<file path="config.mk">
export PLATFORM = sky130hd
export DESIGN_NAME = base64_codec_top
export DESIGN_NICKNAME = d
export VERILOG_FILES = /design/src/sv/b64c_pkg.sv /design/src/sv/base64_codec_top.sv /design/src/sv/b64c_front.sv /design/src/sv/b64c_queue.sv /design/src/sv/b64c_back.sv
export VERILOG_INCLUDE_DIRS = /design/src /design/src/sv
export SDC_FILE = /design/constraint.sdc
export NUM_CORES = 1
export LEC_CHECK = 0
export ABC_AREA = 1
export BUFFER_PORTS_ARGS = -buffer_cell sky130_fd_sc_hd__buf_2
export CORE_MARGIN = 1.5
export CORE_UTILIZATION = 45
export DETAILED_ROUTE_END_ITERATION = 8
export SYNTH_ARGS = -nofsm -noshare
export SYNTH_HDL_FRONTEND = slang
export SYNTH_SLANG_ARGS = --single-unit
</file>
<file path="constraint.sdc">
create_clock -name clk -period 4.05 [get_ports clk]
set_clock_uncertainty 0.1 [all_clocks]
set_input_delay 0 -clock clk [delete_from_list [all_inputs] [get_ports clk]]
set_output_delay 0 -clock clk [all_outputs]
set_load 0.1 [all_outputs]
</file>
<file path="src/sv/base64_codec_top_assert.svh">
// Assertion macros for the Base64 codec. They use the clk and rst of the
// module that includes them.
`ifndef BASE64_CODEC_TOP_ASSERT_SVH
`define BASE64_CODEC_TOP_ASSERT_SVH

// The consequent must hold in the same cycle as the antecedent.
`define B64C_ASSERT_IMPLY(name, cond, expr) \
  name: assert property (@(posedge clk) disable iff (rst) (cond) |-> (expr)) \
    else $error("base64 codec check failed");

// The consequent must hold in the cycle after the antecedent.
`define B64C_ASSERT_NEXT(name, cond, expr) \
  name: assert property (@(posedge clk) disable iff (rst) (cond) |=> (expr)) \
    else $error("base64 codec check failed");

`endif

</file>
<file path="src/sv/b64c_pkg.sv">
`timescale 1ns / 1ps
`default_nettype none

package b64c_pkg;

  localparam int MAX_RESULTS = 4;
  localparam int QUEUE_DEPTH_DEFAULT = 4;
  localparam logic [7:0] PAD_CHAR = 8'h3D;

  typedef struct packed {
    logic [7:0] in_byte;
    logic       end_of_string;
  } in_item_t;

  typedef struct packed {
    logic [7:0] out_byte;
    logic       no_data;
    logic       last_of_run;
    logic       string_done;
    logic       halted;
  } out_item_t;

  // Configuration seen by the front end: the mode and a one-cycle clear pulse.
  typedef struct packed {
    logic clear;
    logic direction;
  } cfg_t;

  // All results caused by one input item.
  typedef struct packed {
    logic [MAX_RESULTS-1:0][7:0]       res;
    logic [$clog2(MAX_RESULTS)-1:0]    last_idx;
    logic                              no_data;
    logic                              eos;
    logic                              halted;
  } job_t;

  // Alphabet character for a 6-bit value.
  function automatic logic [7:0] char_of(input logic [5:0] s);
    logic [7:0] w;
    w = {2'b00, s};
    if (s < 6'd26) begin
      return 8'h41 + w;
    end else if (s < 6'd52) begin
      return 8'h61 + w - 8'd26;
    end else if (s < 6'd62) begin
      return 8'h30 + w - 8'd52;
    end else if (s == 6'd62) begin
      return 8'h2B;
    end else begin
      return 8'h2F;
    end
  endfunction

  // Six-bit value of a character, with a valid flag in the top bit.
  function automatic logic [6:0] sextet_of(input logic [7:0] c);
    logic [7:0] d;
    d = 8'h00;
    if (c inside {[8'h41:8'h5A]}) begin
      d = c - 8'h41;
      return {1'b1, d[5:0]};
    end else if (c inside {[8'h61:8'h7A]}) begin
      d = c - 8'h61 + 8'd26;
      return {1'b1, d[5:0]};
    end else if (c inside {[8'h30:8'h39]}) begin
      d = c - 8'h30 + 8'd52;
      return {1'b1, d[5:0]};
    end else if (c == 8'h2B) begin
      return {1'b1, 6'd62};
    end else if (c == 8'h2F) begin
      return {1'b1, 6'd63};
    end else begin
      return {1'b0, d[5:0]};
    end
  endfunction

endpackage

`default_nettype wire

</file>
<file path="src/sv/base64_codec_top.sv">
// Streaming Base64 codec with the standard alphabet. The direction register
// at byte address 0 selects encoding (0) or decoding (1); writing it clears
// any string in progress, and it should only be written while the block is
// idle. Each input item carries one byte or character and an end-of-string
// mark. The front end accepts one item every cycle while its job queue has
// room, works out all the results that item causes, and queues them as one
// entry; the back end sends those results out through a single output
// register at one result per cycle while the receiver does not stall. An
// encoded byte causes one or two characters, and the final byte can cause
// up to four results (data, flush character and '=' padding). Decoding
// gives at most one byte per character, so it runs at one item per cycle
// when neither side stalls. The output register is the bottleneck when
// encoding; when decoding the input side sets the pace. A character
// outside the alphabet, including '=', halts decoding for the rest of the
// string; the halt is reported on the string's final result. Every string
// ends with a result marked string_done, which carries no_data when the last
// item produced nothing.
`timescale 1ns / 1ps
`default_nettype none
`include "base64_codec_top_assert.svh"

module base64_codec_top
  import b64c_pkg::*;
#(
  parameter int QUEUE_DEPTH = QUEUE_DEPTH_DEFAULT
) (
  input  wire logic        clk,
  input  wire logic        rst,
  input  wire logic        in_valid,
  output logic             in_stall,
  input  wire in_item_t    in_item,
  output logic             out_valid,
  input  wire logic        out_stall,
  output out_item_t        out_item,
  input  wire logic        psel,
  input  wire logic        penable,
  input  wire logic        pwrite,
  input  wire logic [2:0]  paddr,
  input  wire logic [31:0] pwdata,
  output logic [31:0]      prdata,
  output logic             pready
);

  // Register map: one register, direction, at byte address 0.
  localparam logic REG_DIRECTION = 1'b0;

  logic direction;
  logic cfg_write;
  cfg_t cfg;
  logic q_push, q_full, q_pop, q_empty;
  job_t q_job, q_head;

  assign pready    = 1'b1;
  assign cfg_write = psel && penable && pwrite && pready && (paddr[2] == REG_DIRECTION);
  assign prdata    = (paddr[2] == REG_DIRECTION) ? {31'd0, direction} : 32'd0;

  always_ff @(posedge clk) begin
    if (rst) begin
      direction <= 1'b0;
    end else if (cfg_write) begin
      direction <= pwdata[0];
    end
  end

  // The clear pulse lands together with the new direction.
  assign cfg.clear     = cfg_write;
  assign cfg.direction = direction;

  b64c_front u_front (
    .clk      (clk),
    .rst      (rst),
    .cfg      (cfg),
    .in_valid (in_valid),
    .in_stall (in_stall),
    .in_item  (in_item),
    .q_full   (q_full),
    .q_push   (q_push),
    .q_job    (q_job)
  );

  b64c_queue #(
    .DEPTH (QUEUE_DEPTH)
  ) u_queue (
    .clk      (clk),
    .rst      (rst),
    .push     (q_push),
    .push_job (q_job),
    .full     (q_full),
    .pop      (q_pop),
    .empty    (q_empty),
    .head     (q_head)
  );

  b64c_back u_back (
    .clk       (clk),
    .rst       (rst),
    .q_empty   (q_empty),
    .q_head    (q_head),
    .q_pop     (q_pop),
    .out_valid (out_valid),
    .out_stall (out_stall),
    .out_item  (out_item)
  );

  // An end marker without data is always the final result of its string.
  `B64C_ASSERT_IMPLY(a_nodata_ends, out_valid && out_item.no_data,
                     out_item.last_of_run && out_item.string_done)
  // The end of a string is also the end of its item's run.
  `B64C_ASSERT_IMPLY(a_done_is_last, out_valid && out_item.string_done,
                     out_item.last_of_run)
  // A halt is only reported on the final result of a string.
  `B64C_ASSERT_IMPLY(a_halt_at_end, out_valid && out_item.halted,
                     out_item.string_done)
  // The rest of a run is already queued, so it follows without a gap.
  `B64C_ASSERT_NEXT(a_run_unbroken,
                    out_valid && !out_stall && !out_item.last_of_run, out_valid)

endmodule

`default_nettype wire

</file>
<file path="src/sv/b64c_front.sv">
`timescale 1ns / 1ps
`default_nettype none

module b64c_front
  import b64c_pkg::*;
(
  input  wire logic     clk,
  input  wire logic     rst,
  input  wire cfg_t     cfg,
  input  wire logic     in_valid,
  output logic          in_stall,
  input  wire in_item_t in_item,
  input  wire logic     q_full,
  output logic          q_push,
  output job_t          q_job
);

  logic [15:0] acc, acc_next;
  logic [3:0]  pend, pend_next;
  logic [1:0]  cnt, cnt_next;
  logic        stopped, stopped_next;
  logic        accept, job_push;

  logic [15:0] a;
  logic [3:0]  p;
  logic [5:0]  s0, s1;
  logic [1:0]  nchar, pads, cnt_after;
  logic [2:0]  total;
  logic [6:0]  dv;
  logic        eos;

  assign in_stall = q_full;
  assign accept   = in_valid && !q_full;
  assign q_push   = accept && job_push;
  assign eos      = in_item.end_of_string;

  always_comb begin
    acc_next     = acc;
    pend_next    = pend;
    cnt_next     = cnt;
    stopped_next = stopped;
    job_push     = 1'b0;
    q_job        = '0;
    a            = '0;
    p            = '0;
    s0           = '0;
    s1           = '0;
    nchar        = '0;
    pads         = '0;
    cnt_after    = '0;
    total        = '0;
    dv           = '0;
    if (!cfg.direction) begin
      a = {acc[7:0], in_item.in_byte};
      p = pend + 4'd8;
      case (p)
        4'd12: begin
          s0 = a[11:6];
          s1 = a[5:0];
          nchar = 2'd2;
          pend_next = 4'd0;
        end
        4'd10: begin
          s0 = a[9:4];
          nchar = 2'd1;
          pend_next = 4'd4;
        end
        default: begin
          s0 = a[7:2];
          nchar = 2'd1;
          pend_next = 4'd2;
        end
      endcase
      // At the end of the string the leftover bits go out zero-padded.
      if (eos && pend_next != 4'd0) begin
        s1 = (pend_next == 4'd4) ? {a[3:0], 2'b00} : {a[1:0], 4'b0000};
        nchar = 2'd2;
      end
      cnt_after = cnt + nchar;
      pads = eos ? 2'(2'd0 - cnt_after) : 2'd0;
      total = {1'b0, nchar} + {1'b0, pads};
      acc_next = a;
      cnt_next = cnt_after;
      job_push = 1'b1;
      for (int k = 0; k < MAX_RESULTS; k++) begin
        if (k == 0) begin
          q_job.res[k] = char_of(s0);
        end else if (k == 1 && nchar == 2'd2) begin
          q_job.res[k] = char_of(s1);
        end else begin
          q_job.res[k] = PAD_CHAR;
        end
      end
      q_job.last_idx = 2'(total - 3'd1);
    end else begin
      if (!stopped) begin
        dv = sextet_of(in_item.in_byte);
        if (!dv[6]) begin
          stopped_next = 1'b1;
        end else begin
          a = {acc[9:0], dv[5:0]};
          p = pend + 4'd6;
          acc_next = a;
          pend_next = p;
          if (p >= 4'd8) begin
            case (p)
              4'd12:   q_job.res[0] = a[11:4];
              4'd10:   q_job.res[0] = a[9:2];
              default: q_job.res[0] = a[7:0];
            endcase
            pend_next = p - 4'd8;
            job_push = 1'b1;
          end
        end
      end
      q_job.halted = stopped_next;
      // A final item that yields no byte still marks the end of the string.
      if (eos && !job_push) begin
        job_push = 1'b1;
        q_job.no_data = 1'b1;
      end
    end
    q_job.eos = eos;
    if (accept && eos) begin
      acc_next     = '0;
      pend_next    = '0;
      cnt_next     = '0;
      stopped_next = 1'b0;
    end
  end

  always_ff @(posedge clk) begin
    if (rst || cfg.clear) begin
      acc     <= '0;
      pend    <= '0;
      cnt     <= '0;
      stopped <= 1'b0;
    end else if (accept) begin
      acc     <= acc_next;
      pend    <= pend_next;
      cnt     <= cnt_next;
      stopped <= stopped_next;
    end
  end

endmodule

`default_nettype wire

</file>
<file path="src/sv/b64c_queue.sv">
`timescale 1ns / 1ps
`default_nettype none

module b64c_queue
  import b64c_pkg::*;
#(
  parameter int DEPTH = QUEUE_DEPTH_DEFAULT
) (
  input  wire logic clk,
  input  wire logic rst,
  input  wire logic push,
  input  wire job_t push_job,
  output logic      full,
  input  wire logic pop,
  output logic      empty,
  output job_t      head
);

  localparam int PTR_W = (DEPTH > 1) ? $clog2(DEPTH) : 1;
  localparam int CNT_W = $clog2(DEPTH + 1);

  job_t             slots [DEPTH];
  logic [PTR_W-1:0] wr_ptr, rd_ptr;
  logic [CNT_W-1:0] fill;
  logic             do_push, do_pop;

  assign full    = (fill == CNT_W'(DEPTH));
  assign empty   = (fill == '0);
  assign do_push = push && !full;
  assign do_pop  = pop && !empty;
  assign head    = slots[rd_ptr];

  always_ff @(posedge clk) begin
    if (do_push) begin
      slots[wr_ptr] <= push_job;
    end
  end

  always_ff @(posedge clk) begin
    if (rst) begin
      wr_ptr <= '0;
      rd_ptr <= '0;
      fill   <= '0;
    end else begin
      if (do_push) begin
        wr_ptr <= (wr_ptr == PTR_W'(DEPTH - 1)) ? '0 : wr_ptr + 1'b1;
      end
      if (do_pop) begin
        rd_ptr <= (rd_ptr == PTR_W'(DEPTH - 1)) ? '0 : rd_ptr + 1'b1;
      end
      if (do_push && !do_pop) begin
        fill <= fill + 1'b1;
      end else if (do_pop && !do_push) begin
        fill <= fill - 1'b1;
      end
    end
  end

endmodule

`default_nettype wire

</file>
<file path="src/sv/b64c_back.sv">
`timescale 1ns / 1ps
`default_nettype none

module b64c_back
  import b64c_pkg::*;
(
  input  wire logic clk,
  input  wire logic rst,
  input  wire logic q_empty,
  input  wire job_t q_head,
  output logic      q_pop,
  output logic      out_valid,
  input  wire logic out_stall,
  output out_item_t out_item
);

  logic [$clog2(MAX_RESULTS)-1:0] idx;
  logic                           load, last;
  out_item_t                      nxt;

  assign load  = (!out_valid || !out_stall) && !q_empty;
  assign last  = (idx == q_head.last_idx);
  assign q_pop = load && last;

  always_comb begin
    nxt.out_byte    = q_head.res[idx];
    nxt.no_data     = q_head.no_data;
    nxt.last_of_run = last;
    nxt.string_done = last && q_head.eos;
    nxt.halted      = last && q_head.eos && q_head.halted;
  end

  always_ff @(posedge clk) begin
    if (rst) begin
      out_valid <= 1'b0;
      idx       <= '0;
    end else begin
      if (load) begin
        out_valid <= 1'b1;
        idx       <= last ? '0 : idx + 1'b1;
      end else if (!out_stall) begin
        out_valid <= 1'b0;
      end
    end
  end

  always_ff @(posedge clk) begin
    if (load) begin
      out_item <= nxt;
    end
  end

endmodule

`default_nettype wire

</file>
==> flow_summary.ini <==
[outcome]
status = finished, final reports clean

[sta]
timing.final.crit_share_pct = 80.4
drv_slew = 0
setup_violations = 0
holdWs_ns = 0.0275
max_freq_ghz = 0.307
max_slew.worst_pin.slew_ns = 0.708
rsz0062_at_grt = no
final.setup.tns_ns = 0
hold_viol = 0
period_needed_ns = 3.25
relSlewSlack_pct = 52.7
fin_ws_ns = 0.795

[floorplan]
io_pins = 98
dieArea_um2 = 17800
die_w_um = 133
row_count = 47
die_y_um = 133
coreArea_um2 = 16600
start_util_pct = 46.2

[clock_network]
postCtsSetupBuffers = 0
clock_latency_ns = 0.40
numCtsBuffers = 17
htree_levels = 4
cts_tree = done
ctsRootBufferMaster = clkbuf_16
cts_sinks = 125
clockBufferDepth = 2
clkTransAtPathRegs_ns = 0.06

[logic_synthesis]
avgSynthCellArea_um2 = 8.35
yosysSeqAreaShare_pct = 45.7
yosys_warnings = 0
netlist.area_leader.share_pct = 39.2
synth-seq-cells = 125
synth_flop_cell = edfxtp_1
synthCells = 917
synth_area_um2 = 7660
synthTopCellsByCount = nand2_1, nor2_1, edfxtp_1
synth-async-reset-ratio_pct = 0
synth-edff-count = 100
yosysUniqueCellTypes = 50
yosysTopAreaCell = edfxtp_1
yosys.cell_count.top_type = nand2_1
synth_area_leaders = edfxtp_1, nand2_1, dfxtp_1

[layout]
layout.nets = 1045
fin_cells = 1189
final_area_um2 = 8590
diodes = 0
syn_to_final_growth_pct = 12.1
layout-drive-gt1-share_pct = 11.8

[min_path]
whs_path_depth = 5
worstHoldStart = in_item[3]
worstHoldEndpoint = u_front.acc[2]$_SDFFE_PP0P_
worst_hold_path_type = in -> reg

[setup_path]
cp-start-kind = flip-flop
r2r_cells = 13
reg2reg_setup_slack_ns = 0.80
crit_path_end_kind = flip-flop
worstReg2RegStart = u_front.pend[1]$_SDFFE_PP0P_
crit_type = reg -> reg
required_ns = 4.14
cp_max_fo = 13
critical_path_arrival_ns = 3.35
rr_endpoint = u_queue.slots[2][12]$_DFFE_PP_

[power_and_ir_drop]
leakage_uw = 0.00373
p_per_area_nw_per_um2 = 663
ir_drop_uv = 628

[grt]
grt_max_degree = 45
grt_pass1_vias = 5564
grt-ovfl-total = 0
grt.total_usage_pct = 20.3
grt_pass1_wl_um = 28500
antenna_found_initial = 0

[route]
drc = 0
dr.pass1.iters = 5
ant_nets = 0
vias = 6125
drt_iter0_drc = 330
drt_wl_total_um = 17600
wire_per_inst_um = 14.8
via_per_inst = 5.15

[place]
dpl-instance-area_um2 = 7910
place_ws_ns = 0.803
dp_hpwl_um = 12400
io_buffers = 32
place.gp.congestion = 0.908
dp.cells = 1150

[run]
drv_cap = 0
==> how the worst max path moves through the flow <==
stage                                       start                        endpoint  slack (ns)  depth (start not counted)
global route         u_front.pend[1]$_SDFFE_PP0P_   u_queue.slots[2][9]$_DFFE_PP_        0.35                         16
floorplan           u_back.out_valid$_SDFFE_PP0P_    u_queue.fill[1]$_SDFFE_PP0P_        0.93                          9
global placement     u_front.pend[1]$_SDFFE_PP0P_   u_queue.slots[3][9]$_DFFE_PP_        0.85                         14
CTS                  u_front.pend[1]$_SDFFE_PP0P_  u_queue.slots[2][12]$_DFFE_PP_        0.77                         13
finish               u_front.pend[1]$_SDFFE_PP0P_  u_queue.slots[2][12]$_DFFE_PP_        0.80                         13
detailed placement   u_front.pend[1]$_SDFFE_PP0P_  u_queue.slots[0][12]$_DFFE_PP_        0.80                         13
==> through the flow <==
stage,util [%],power [µW]
6_report,51.8,5690
5_1_grt,51.8,6030
3_5_place_dp,47.7,4230
2_1_floorplan,-,3740
4_1_cts,51.8,5720
3_3_place_gp,47.7,4220
==> worst max-delay path, stage by stage, from the launching register on <==
cell and delay [ns]:
dfxtp_1 0.44, inv_2 0.12, nand3_4 0.19, nand2_2 0.17, o21ai_0 0.31, ha_1 0.25, inv_1 0.05, nor2_1 0.48
inv_1 0.20, nor2_1 0.19, nand3_1 0.10, o21ai_0 0.10, nand3_1 0.11, o21ai_1 0.21
==> cell type report <==
| type | count | area [µm²] |
|---|---|---|
| repair buffers | 49 | 305 |
| inverters | 101 | 380 |
| flip-flops and latches | 125 | 3500 |
| clock buffers | 21 | 504 |
| multi-input cells | 662 | 3520 |
| fillers | 1555 | 8000 |
| clock inverters | 11 | 100 |
| well taps | 220 | 275 |
==> sequential cells by signal, indices dropped and copies added (netlist names), named ones only <==
register and flops:
u_queue.slots 88, u_back.out_item 12, u_front.acc 6, u_front.pend 3, u_queue.fill 3, u_back.idx 2
u_front.cnt 2, u_queue.rd_ptr 2, u_queue.wr_ptr 2, direction 1, u_back.out_valid 1, u_front.stopped 1
==> logic make-up (layout without fill, tap and decap cells) <==
group | count (synthesis) | after routing | share of synthesized area [%]
compound gates | 165 | 165 | 12.4
xor+xnor | 16 | 16 | 1.83
fa+ha+maj | 38 | 38 | 6.30
buf+inv | 160 | 182 | 10.0
flops | 125 | 125 | 45.7
other cells | 2 | 32 | 0.0980
simple gates | 411 | 411 | 23.6
==> cell usage in the layout, fill, tap and decap left out, types with 2 or more instances in the layout <==
| master | count |
|---|---|
| inv_4 | 2 |
| nor2_2 | 10 |
| nand2_1 | 173 |
| ha_1 | 37 |
| clkinv_2 | 4 |
| o22ai_1 | 17 |
| nand3_1 | 72 |
| a211oi_1 | 4 |
| nor2_4 | 4 |
| inv_1 | 91 |
| nand3b_1 | 2 |
| a21oi_1 | 29 |
| buf_4 | 10 |
| nand4_1 | 9 |
| nand2_2 | 6 |
| o21ai_2 | 3 |
| xnor2_1 | 2 |
| edfxtp_1 | 100 |
| xor2_1 | 14 |
| o211ai_1 | 12 |
| clkinv_4 | 2 |
| conb_1 | 32 |
| dlygate4sd3_1 | 7 |
| nor3_1 | 5 |
| buf_2 | 32 |
| a31oi_1 | 5 |
| inv_2 | 7 |
| nor2_1 | 120 |
| dfxtp_1 | 25 |
| o21ai_0 | 79 |
| inv_6 | 2 |
| clkinv_1 | 2 |
| o221ai_1 | 6 |
| clkbuf_16 | 20 |
| o21ai_1 | 4 |
==> power by group <==
| part | switching [µW] | total [µW] | leakage, µW | internal, µW |
|---|---|---|---|---|
| combinational | 1800 | 2350 | 0.00231 | 546 |
| sequential | 94.1 | 1850 | 0.00112 | 1760 |
| clock | 534 | 1490 | 0.000300 | 957 |
| total | 2430 | 5690 | 0.00373 | 3260 |
==> routing by layer <==
layer	vias up	global-route usage [%]	share of wire (%)	routed length, µm
met1	2862	26.6	46	8190
met5	-	0	0	0
met4	0	7.00	1.8	312
met3	20	3.27	3.2	560
li1	3106	-	-	-
met2	137	34.1	49	8560
==> timing repair <==
action	4_1_cts	5_1_grt
hold endpoints to repair	23	0
hold buffers	7	0
resized for setup	0	0
Note: power is estimated with default switching activity, not from simulation.
